File: src/design/rpgf_pkg.sv
// Shared constants and types of the rotary position glitch filter.
package rpgf_pkg;

    localparam int DEF_NUM_POSITIONS = 8;
    localparam int DEF_CODE_BITS     = 4;

    // Widest position code over the supported range of position counts.
    localparam int MAX_POS_W = 5;

    localparam int TIME_W     = 32;
    localparam int TIMEOUT_W  = 16;
    localparam int REP_W      = 4;
    localparam int DIR_W      = 2;
    localparam int CFG_IDX_W  = 2;
    localparam int CFG_DATA_W = 32;
    localparam int TABLE_W    = 32;

    localparam logic [REP_W-1:0]     REPEAT_THRESHOLD_RST = 4'd3;
    localparam logic [TIMEOUT_W-1:0] STEP_TIMEOUT_RST     = 16'd700;
    localparam logic [REP_W-1:0]     REP_MAX              = 4'hF;

    localparam logic [CFG_IDX_W-1:0] REG_CODE_TABLE       = 2'd0;
    localparam logic [CFG_IDX_W-1:0] REG_REPEAT_THRESHOLD = 2'd1;
    localparam logic [CFG_IDX_W-1:0] REG_STEP_TIMEOUT     = 2'd2;

    localparam logic [DIR_W-1:0] DIR_STOP = 2'b00;
    localparam logic [DIR_W-1:0] DIR_FWD  = 2'b01;

    typedef struct packed {
        logic                 hit;
        logic [MAX_POS_W-1:0] pos;
    } match_t;

endpackage

File: src/design/rpgf_match.sv
// Code table lookup: finds the lowest position whose table code equals the sensor code.
module rpgf_match import rpgf_pkg::*; #(
    parameter int NUM_POSITIONS = DEF_NUM_POSITIONS,
    parameter int CODE_BITS     = DEF_CODE_BITS
) (
    input  logic [TABLE_W-1:0]   code_table,
    input  logic [CODE_BITS-1:0] sensor_code,
    output match_t               match
);

    localparam int SPAN_W = NUM_POSITIONS * CODE_BITS;
    localparam int EXT_W  = (SPAN_W > TABLE_W) ? SPAN_W : TABLE_W;

    // Entries that reach past the register read as zero bits.
    logic [EXT_W-1:0] table_ext;

    assign table_ext = EXT_W'(code_table);

    always_comb begin
        match = '0;
        // Walk from the top so that the lowest matching position wins.
        for (int k = NUM_POSITIONS - 1; k >= 0; k--) begin
            if (table_ext[k*CODE_BITS +: CODE_BITS] == sensor_code) begin
                match.hit = 1'b1;
                match.pos = MAX_POS_W'(k + 1);
            end
        end
    end

endmodule

File: src/design/rotary_position_glitch_filter_unit.sv
// Flow: a taken input beat is held in the input register, and the result register loads
// from it once the result register is empty or its beat is being taken on m_tready.
// Throughput: one input beat per cycle while the result register drains; the input register
// and the result register let a new beat enter while a finished result waits on m_tready.
// Reset (aresetn low, synchronous): both registers empty, no position accepted,
// rejection count cleared, code table zero, threshold 3 and timeout 700 ms.
// All filtering is combinational between the input and result registers.
module rotary_position_glitch_filter_unit import rpgf_pkg::*; #(
    parameter int NUM_POSITIONS = DEF_NUM_POSITIONS,
    parameter int CODE_BITS     = DEF_CODE_BITS,
    localparam int POS_W        = $clog2(NUM_POSITIONS + 1),
    localparam int IN_W         = CODE_BITS + DIR_W + TIME_W,
    localparam int IN_TDATA_W   = ((IN_W + 7) / 8) * 8,
    localparam int OUT_W        = POS_W + 2,
    localparam int OUT_TDATA_W  = ((OUT_W + 7) / 8) * 8
) (
    input  logic                   aclk,
    input  logic                   aresetn,

    input  logic                   cfg_wr_en,
    input  logic [CFG_IDX_W-1:0]   cfg_index,
    input  logic [CFG_DATA_W-1:0]  cfg_data,

    input  logic                   s_tvalid,
    output logic                   s_tready,
    // From bit 0: sensor_code, move_dir, now_ms, zero fill.
    input  logic [IN_TDATA_W-1:0]  s_tdata,

    output logic                   m_tvalid,
    input  logic                   m_tready,
    // From bit 0: position, code_matched, newly_accepted, zero fill.
    output logic [OUT_TDATA_W-1:0] m_tdata
);

    // Configuration registers.
    logic [TABLE_W-1:0]   code_table_reg;
    logic [REP_W-1:0]     threshold_reg;
    logic [TIMEOUT_W-1:0] timeout_reg;

    // Input register.
    logic                 in_valid_reg;
    logic [CODE_BITS-1:0] code_reg;
    logic [DIR_W-1:0]     dir_reg;
    logic [TIME_W-1:0]    now_reg;

    // Filter state.
    logic [POS_W-1:0]     acc_pos_reg, acc_pos_next;
    logic [POS_W-1:0]     rej_pos_reg, rej_pos_next;
    logic [REP_W-1:0]     rej_cnt_reg, rej_cnt_next;
    logic [TIME_W-1:0]    acc_time_reg, acc_time_next;

    // Result register.
    logic                 out_valid_reg;
    logic [POS_W-1:0]     out_pos_reg;
    logic                 out_hit_reg;
    logic                 out_fresh_reg;

    match_t               match;
    logic [POS_W-1:0]     raw_pos;
    logic [POS_W-1:0]     expected;
    logic [REP_W-1:0]     rep_count;
    logic [TIME_W-1:0]    elapsed;
    logic                 fresh;
    logic                 advance;

    rpgf_match #(
        .NUM_POSITIONS (NUM_POSITIONS),
        .CODE_BITS     (CODE_BITS)
    ) u_match (
        .code_table  (code_table_reg),
        .sensor_code (code_reg),
        .match       (match)
    );

    assign raw_pos  = match.pos[POS_W-1:0];
    assign advance  = in_valid_reg && (!out_valid_reg || m_tready);
    assign s_tready = !in_valid_reg || advance;
    assign elapsed  = now_reg - acc_time_reg;

    always_comb begin
        if (dir_reg == DIR_FWD) begin
            expected = (acc_pos_reg >= POS_W'(NUM_POSITIONS)) ? POS_W'(1) : acc_pos_reg + 1'b1;
        end else begin
            expected = (acc_pos_reg <= POS_W'(1)) ? POS_W'(NUM_POSITIONS) : acc_pos_reg - 1'b1;
        end
    end

    always_comb begin
        if (raw_pos == rej_pos_reg) begin
            rep_count = (rej_cnt_reg == REP_MAX) ? REP_MAX : rej_cnt_reg + 1'b1;
        end else begin
            rep_count = REP_W'(1);
        end
    end

    always_comb begin
        fresh         = 1'b0;
        acc_pos_next  = acc_pos_reg;
        rej_pos_next  = rej_pos_reg;
        rej_cnt_next  = rej_cnt_reg;
        acc_time_next = acc_time_reg;
        if (match.hit) begin
            if (acc_pos_reg == '0) begin
                fresh = 1'b1;
            end else if (dir_reg != DIR_STOP && raw_pos != acc_pos_reg) begin
                if (raw_pos == expected) begin
                    fresh = 1'b1;
                end else if (rep_count >= threshold_reg ||
                             elapsed > TIME_W'(timeout_reg)) begin
                    fresh = 1'b1;
                end else begin
                    rej_pos_next = raw_pos;
                    rej_cnt_next = rep_count;
                end
            end
        end
        if (fresh) begin
            acc_pos_next  = raw_pos;
            rej_pos_next  = '0;
            rej_cnt_next  = '0;
            acc_time_next = now_reg;
        end
    end

    always_ff @(posedge aclk) begin
        if (!aresetn) begin
            code_table_reg <= '0;
            threshold_reg  <= REPEAT_THRESHOLD_RST;
            timeout_reg    <= STEP_TIMEOUT_RST;
        end else if (cfg_wr_en) begin
            unique case (cfg_index)
                REG_CODE_TABLE:       code_table_reg <= cfg_data[TABLE_W-1:0];
                REG_REPEAT_THRESHOLD: threshold_reg  <= cfg_data[REP_W-1:0];
                REG_STEP_TIMEOUT:     timeout_reg    <= cfg_data[TIMEOUT_W-1:0];
                default: ;
            endcase
        end
    end

    always_ff @(posedge aclk) begin
        if (!aresetn) begin
            in_valid_reg <= 1'b0;
        end else if (s_tready) begin
            in_valid_reg <= s_tvalid;
        end
        if (s_tvalid && s_tready) begin
            code_reg <= s_tdata[CODE_BITS-1:0];
            dir_reg  <= s_tdata[CODE_BITS +: DIR_W];
            now_reg  <= s_tdata[CODE_BITS+DIR_W +: TIME_W];
        end
    end

    always_ff @(posedge aclk) begin
        if (!aresetn) begin
            acc_pos_reg  <= '0;
            rej_pos_reg  <= '0;
            rej_cnt_reg  <= '0;
            acc_time_reg <= '0;
        end else if (advance) begin
            acc_pos_reg  <= acc_pos_next;
            rej_pos_reg  <= rej_pos_next;
            rej_cnt_reg  <= rej_cnt_next;
            acc_time_reg <= acc_time_next;
        end
    end

    always_ff @(posedge aclk) begin
        if (!aresetn) begin
            out_valid_reg <= 1'b0;
        end else if (advance) begin
            out_valid_reg <= 1'b1;
        end else if (m_tready) begin
            out_valid_reg <= 1'b0;
        end
        if (advance) begin
            out_pos_reg   <= acc_pos_next;
            out_hit_reg   <= match.hit;
            out_fresh_reg <= fresh;
        end
    end

    assign m_tvalid = out_valid_reg;
    assign m_tdata  = OUT_TDATA_W'({out_fresh_reg, out_hit_reg, out_pos_reg});

    // The accepted position stays within the table.
    a_pos_range: assert property (@(posedge aclk) disable iff (!aresetn)
        acc_pos_reg <= POS_W'(NUM_POSITIONS))
        else $error("accepted position out of range");

    // An acceptance always comes from a matched code.
    a_fresh_hit: assert property (@(posedge aclk) disable iff (!aresetn)
        out_valid_reg && out_fresh_reg |-> out_hit_reg && out_pos_reg != '0)
        else $error("acceptance without a matched code");

    // An acceptance clears the rejection tracking.
    a_fresh_clears: assert property (@(posedge aclk) disable iff (!aresetn)
        advance && fresh |=> rej_pos_reg == '0 && rej_cnt_reg == '0)
        else $error("rejection state not cleared on acceptance");

    // Once a position is accepted the filter never returns to none.
    a_pos_sticky: assert property (@(posedge aclk) disable iff (!aresetn)
        acc_pos_reg != '0 |=> acc_pos_reg != '0)
        else $error("accepted position lost");

    // Back pressure on the input only while the input register is occupied.
    a_ready: assert property (@(posedge aclk) disable iff (!aresetn)
        !s_tready |-> in_valid_reg && out_valid_reg && !m_tready)
        else $error("input stalled without cause");

endmodule

File: config.mk
export PLATFORM = sky130hd
export DESIGN_NAME = rotary_position_glitch_filter_unit
export DESIGN_NICKNAME = d
export VERILOG_FILES = /design/src/design/rpgf_pkg.sv /design/src/design/rpgf_match.sv /design/src/design/rotary_position_glitch_filter_unit.sv
export SDC_FILE = /design/constraint.sdc
export NUM_CORES = 1
export LEC_CHECK = 0
export BUFFER_PORTS_ARGS = -buffer_cell sky130_fd_sc_hd__buf_2
export CORE_UTILIZATION = 50
export DETAILED_ROUTE_END_ITERATION = 16
export GPL_TIMING_DRIVEN = 0
export PLACE_DENSITY_LB_ADDON = 0.15
export REMOVE_ABC_BUFFERS = 1
export SYNTH_ARGS = -nofsm -noshare
export SYNTH_HDL_FRONTEND = slang
export SYNTH_SLANG_ARGS = --single-unit
File: constraint.sdc
create_clock -name aclk -period 14.4 [get_ports aclk]
set_input_delay 0.72 -clock aclk [delete_from_list [all_inputs] [get_ports aclk]]
set_output_delay 0.72 -clock aclk [all_outputs]
set_load 0.01 [all_outputs]
==> metrics.md <==
| Metric | Value |
|---|---|
| Number of filler cells placed in the layout | 1626 |
| 1st-iter DRT viols | 498 |
| Setup repair after global routing missed its margin | false |
| Leading cell type in the layout, fill and taps excluded | sky130_fd_sc_hd__nand2_1 |
| Final number of max-transition violations | 0 |
| Dominant cell type by count on the critical path | sky130_fd_sc_hd__nand4_1 |
| Largest net degree at the start of global routing | 89 |
| Initial core utilization | 50.9% |
| Sort of element at the start of the critical path | register |
| Fraction of layout instances using a drive strength above 1 | 13.2% |
| CTS hold repair buffers | 0 |
| Worst hold start | s_tdata[0] |
| Hold Crit Depth | 1 |
| Mean area per synthesized cell | 8.45 um^2 |
| Most frequently used flop master after synthesis | sky130_fd_sc_hd__dfxtp_1 |
| Number of synthesized register bits | 142 |
| Maximum clock frequency | ~180 MHz |
| Combined area of all synthesized cells | 8770 um^2 |
| Length of the first detailed-routing pass in iterations | 5 |
| Non-Filler Cell Area, Final | around 9900 um^2 |
| CP Cell Sequence | xor2_1, nor4_1, nor2_1, a21oi_1, xnor2_1, nand4_1, a211oi_1, ha_1, a221o_1, a2111o_1, a311oi_1, nand4_1, nor4_1, nand4_1, o31ai_4, nor2_4, mux2_2 |
| Via total after detailed routing | 7283 |
| Area Growth Syn to Fin | 12.5% |
| Async set-or-reset flop fraction in the synthesized netlist | 0% |
| Max-cap violations | 0 |
| Post-synth EDFFs | 44 |
| Most frequent cells in the layout | 209 x sky130_fd_sc_hd__nand2_1, 98 x sky130_fd_sc_hd__dfxtp_1, 93 x sky130_fd_sc_hd__a21oi_1 |
| Sequential element share of the synthesized area | 37.4% |
| Maximum count of clock buffers along a single path | 2 |
| First-pass GRT wire length | around 33000 um |
| Number of diodes | 0 |
| Total gr overflow | 0 |
| Hold WS | 0.453 ns |
| Area of the die | 18100 um^2 |
| Worst Setup Path Type | register to register |
| Hpwl dp | 14600 um |
| Run status | finished, final reports clean |
| Register-to-register setup slack | 8.77 ns |
| Area of the core | approximately 17000 um^2 |
| Worst min-delay path endpoint | code_reg[0] |
| Ports | around 90 |
| Number of distinct standard cells referenced by the synthesized netlist | 76 |
| Worst clock skew | around 0.014 ns |
| Ratio of routed vias to standard cells | 5.48 |
| Fraction of the cycle the final worst path needs | 39.1% |
| Post-place instance area | 9280 um^2 |
| Number of buffers inserted during clock tree synthesis | 17 |
| Clock transition at the register clock pins on the worst setup and hold paths after CTS | 0.07 ns |
| CP top delay family | compound AO/OA/AOI/OAI gates |
| Footprint of the multi-input gates | 4980 um^2 |
| Final nets | 1226 |
| Endpoint arrival time on the critical path | 5.81 ns |
| Worst hold path type | input port to register |
| Y dimension of the die | 134 um |
| ANT nets after route | 0 |
| Cell area power density | 111 nW/um^2 |
| Maximum vdd ir drop | 95.9 uV |
| Initial antenna violation count | 0 |
| Final-layout setup total negative slack | 0 ns |
| # Post-CTS Setup Buffers | 0 |
| Reported leakage power | 0.00383 uW |
| Slew headroom | approximately a tenth |
| Number of instances in the synthesized netlist | between 1000 and 1500 |
| Floorplan die width | 134 um |
| Capture point of the worst reg-to-reg path | out_pos_reg[0] |
| FF/Latch Area | around 3300 um^2 |
| Buffers and inverters on the worst path | 0 |
| Crit Path Max Fanout | 10 |
| Final weighted congestion of routability-driven global placement | 0.934 |
| Critical path's slowest cell | sky130_fd_sc_hd__nor4_1 |
| Level count of the clock H-tree | 4 |
| CTS root buffer | sky130_fd_sc_hd__clkbuf_16 |
| Average detailed-routed wire length per instance | 15.0 um |
| Longest individual stage delay on the worst path | 0.79 ns |
| Kind of capture point of the worst setup path | register |
| Final setup viols | 0 |
| Number of global-route vias before repair | 6679 |
| Final routed DRC violation total | 0 |
| Clock tree from TritonCTS | done |
| Standard-cell rows | 48 |
| Quantity of gates resized following cts | 0 |
| Port Buffer Count | 84 |
| Total wirelength of the detailed-routed design | 20000 um |
| CP required | 14.58 ns |
| Final-report hold violation count | 0 |
| Worst Max-Slew Pin Slew | 1.34 ns |
| Clock latency on the worst-skew pair | 0.44 ns |
| Tmin final | 5.63 ns |
| Synth warn | 0 |
| Path depth of the worst reg2reg path | 17 |
| Clk sinks | 142 |
| Launching point of the worst reg2reg path | code_reg[1] |
| Utilization after layout | 57.3% |
| All-layer global routing usage | 22.9% |
how the worst max path moves through the flow:
stage                start          endpoint  slack (ns)  cells after the start
2_1_floorplan  code_reg[2]    out_pos_reg[0]        9.83                     17
3_3_place_gp   code_reg[0]    out_pos_reg[0]        8.93                     17
3_5_place_dp   code_reg[0]  acc_time_reg[12]        8.93                     17
4_1_cts        code_reg[0]    out_pos_reg[0]        8.89                     17
5_1_grt        code_reg[1]   acc_time_reg[5]        8.36                     17
6_report       code_reg[1]    out_pos_reg[0]        8.77                     17
cells in the mapped netlist, types with 3 or more instances:
library cell | instances | share of area [%]
sky130_fd_sc_hd__a211oi_1 | 9 | 0.77
sky130_fd_sc_hd__buf_6 | 3 | 0.39
sky130_fd_sc_hd__and4_1 | 3 | 0.30
sky130_fd_sc_hd__mux2i_1 | 41 | 4.7
sky130_fd_sc_hd__ha_1 | 55 | 7.8
sky130_fd_sc_hd__or3b_2 | 3 | 0.30
sky130_fd_sc_hd__buf_4 | 8 | 0.68
sky130_fd_sc_hd__o21ai_0 | 40 | 2.3
sky130_fd_sc_hd__clkbuf_1 | 39 | 1.7
sky130_fd_sc_hd__nand3b_1 | 4 | 0.34
sky130_fd_sc_hd__nand3_1 | 13 | 0.74
sky130_fd_sc_hd__o211ai_1 | 17 | 1.5
sky130_fd_sc_hd__o22ai_1 | 3 | 0.21
sky130_fd_sc_hd__a21o_1 | 14 | 1.2
sky130_fd_sc_hd__buf_2 | 4 | 0.23
sky130_fd_sc_hd__dfxtp_1 | 98 | 22
sky130_fd_sc_hd__inv_1 | 68 | 2.9
sky130_fd_sc_hd__xor2_1 | 25 | 2.5
sky130_fd_sc_hd__nor2b_1 | 5 | 0.36
sky130_fd_sc_hd__o31ai_1 | 8 | 0.68
sky130_fd_sc_hd__a31oi_1 | 5 | 0.36
sky130_fd_sc_hd__nand2b_1 | 6 | 0.43
sky130_fd_sc_hd__nor3_1 | 17 | 0.97
sky130_fd_sc_hd__and2_1 | 4 | 0.29
sky130_fd_sc_hd__a21boi_0 | 3 | 0.26
sky130_fd_sc_hd__nor3b_1 | 5 | 0.43
sky130_fd_sc_hd__nor2_1 | 49 | 2.1
sky130_fd_sc_hd__nand4_1 | 24 | 1.7
sky130_fd_sc_hd__or3_1 | 5 | 0.36
sky130_fd_sc_hd__mux2_2 | 4 | 0.51
sky130_fd_sc_hd__a21oi_1 | 93 | 5.3
sky130_fd_sc_hd__nand2_1 | 209 | 8.9
sky130_fd_sc_hd__o21bai_1 | 4 | 0.34
sky130_fd_sc_hd__edfxtp_1 | 44 | 15
sky130_fd_sc_hd__o21a_1 | 7 | 0.60
sky130_fd_sc_hd__nor4_1 | 8 | 0.57
sky130_fd_sc_hd__and3_1 | 3 | 0.21
sky130_fd_sc_hd__xnor2_1 | 34 | 3.4
power breakdown:
part / internal [uW] / switching, uW
logic: 88.3 / 132
registers: 432 / 12.5
clock network: 232 / 201
worst register-to-register path, stage by stage, from the launching register on:
cell and delay (ns):
sky130_fd_sc_hd__edfxtp_1 0.61, sky130_fd_sc_hd__xor2_1 0.23, sky130_fd_sc_hd__nor4_1 0.79, sky130_fd_sc_hd__nor2_1 0.20
sky130_fd_sc_hd__a21oi_1 0.51, sky130_fd_sc_hd__xnor2_1 0.15, sky130_fd_sc_hd__nand4_1 0.19, sky130_fd_sc_hd__a211oi_1 0.10
sky130_fd_sc_hd__ha_1 0.20, sky130_fd_sc_hd__a221o_1 0.29, sky130_fd_sc_hd__a2111o_1 0.39, sky130_fd_sc_hd__a311oi_1 0.27
sky130_fd_sc_hd__nand4_1 0.13, sky130_fd_sc_hd__nor4_1 0.19, sky130_fd_sc_hd__nand4_1 0.20, sky130_fd_sc_hd__o31ai_4 0.45
sky130_fd_sc_hd__nor2_4 0.14, sky130_fd_sc_hd__mux2_2 0.31
layer usage:
| metal | wire, um | track usage (%) | share of wire (%) | vias to the layer above |
|---|---|---|---|---|
| met3 | 802 | 4.61 | 4.0 | 20 |
| met4 | 225 | 5.12 | 1.1 | 0 |
| li1 | - | - | - | 3774 |
| met1 | 10000 | 32.0 | 50 | 3338 |
| met5 | 0 | 0 | 0 | - |
| met2 | 8880 | 36.2 | 45 | 151 |
logic make-up after synthesis:
family / count (synthesis) / synth area share [%]
and+or+nand+nor: 375 / 20.2
AOI/OAI and AO/OA: 238 / 17.3
DFF: 142 / 37.4
buffers and inverters: 122 / 5.88
xor gates and xnor gates: 59 / 5.89
adders and majority gates: 56 / 8.07
muxes: 45 / 5.19
other: 1 / 0.0428
cell type report:
cell class / instances / area share (%)
clock buffers: 17 / 4.31
flip-flops and latches: 142 / 33.3
multi-input cells: 775 / 50.5
repair buffers: 87 / 4.83
well taps: 225 / 2.85
inverters: 68 / 2.59
clock inverters: 15 / 1.66
per-stage QoR:
step	total power (uW)	std cells	worst slack, ns
floorplan	608	985	9.83
global placement	668	1294	8.93
detailed placement	671	1297	8.93
CTS	1110	1329	8.89
global route	1150	1329	8.36
finish	1100	1329	8.77
(Power assumes the default switching activity.)
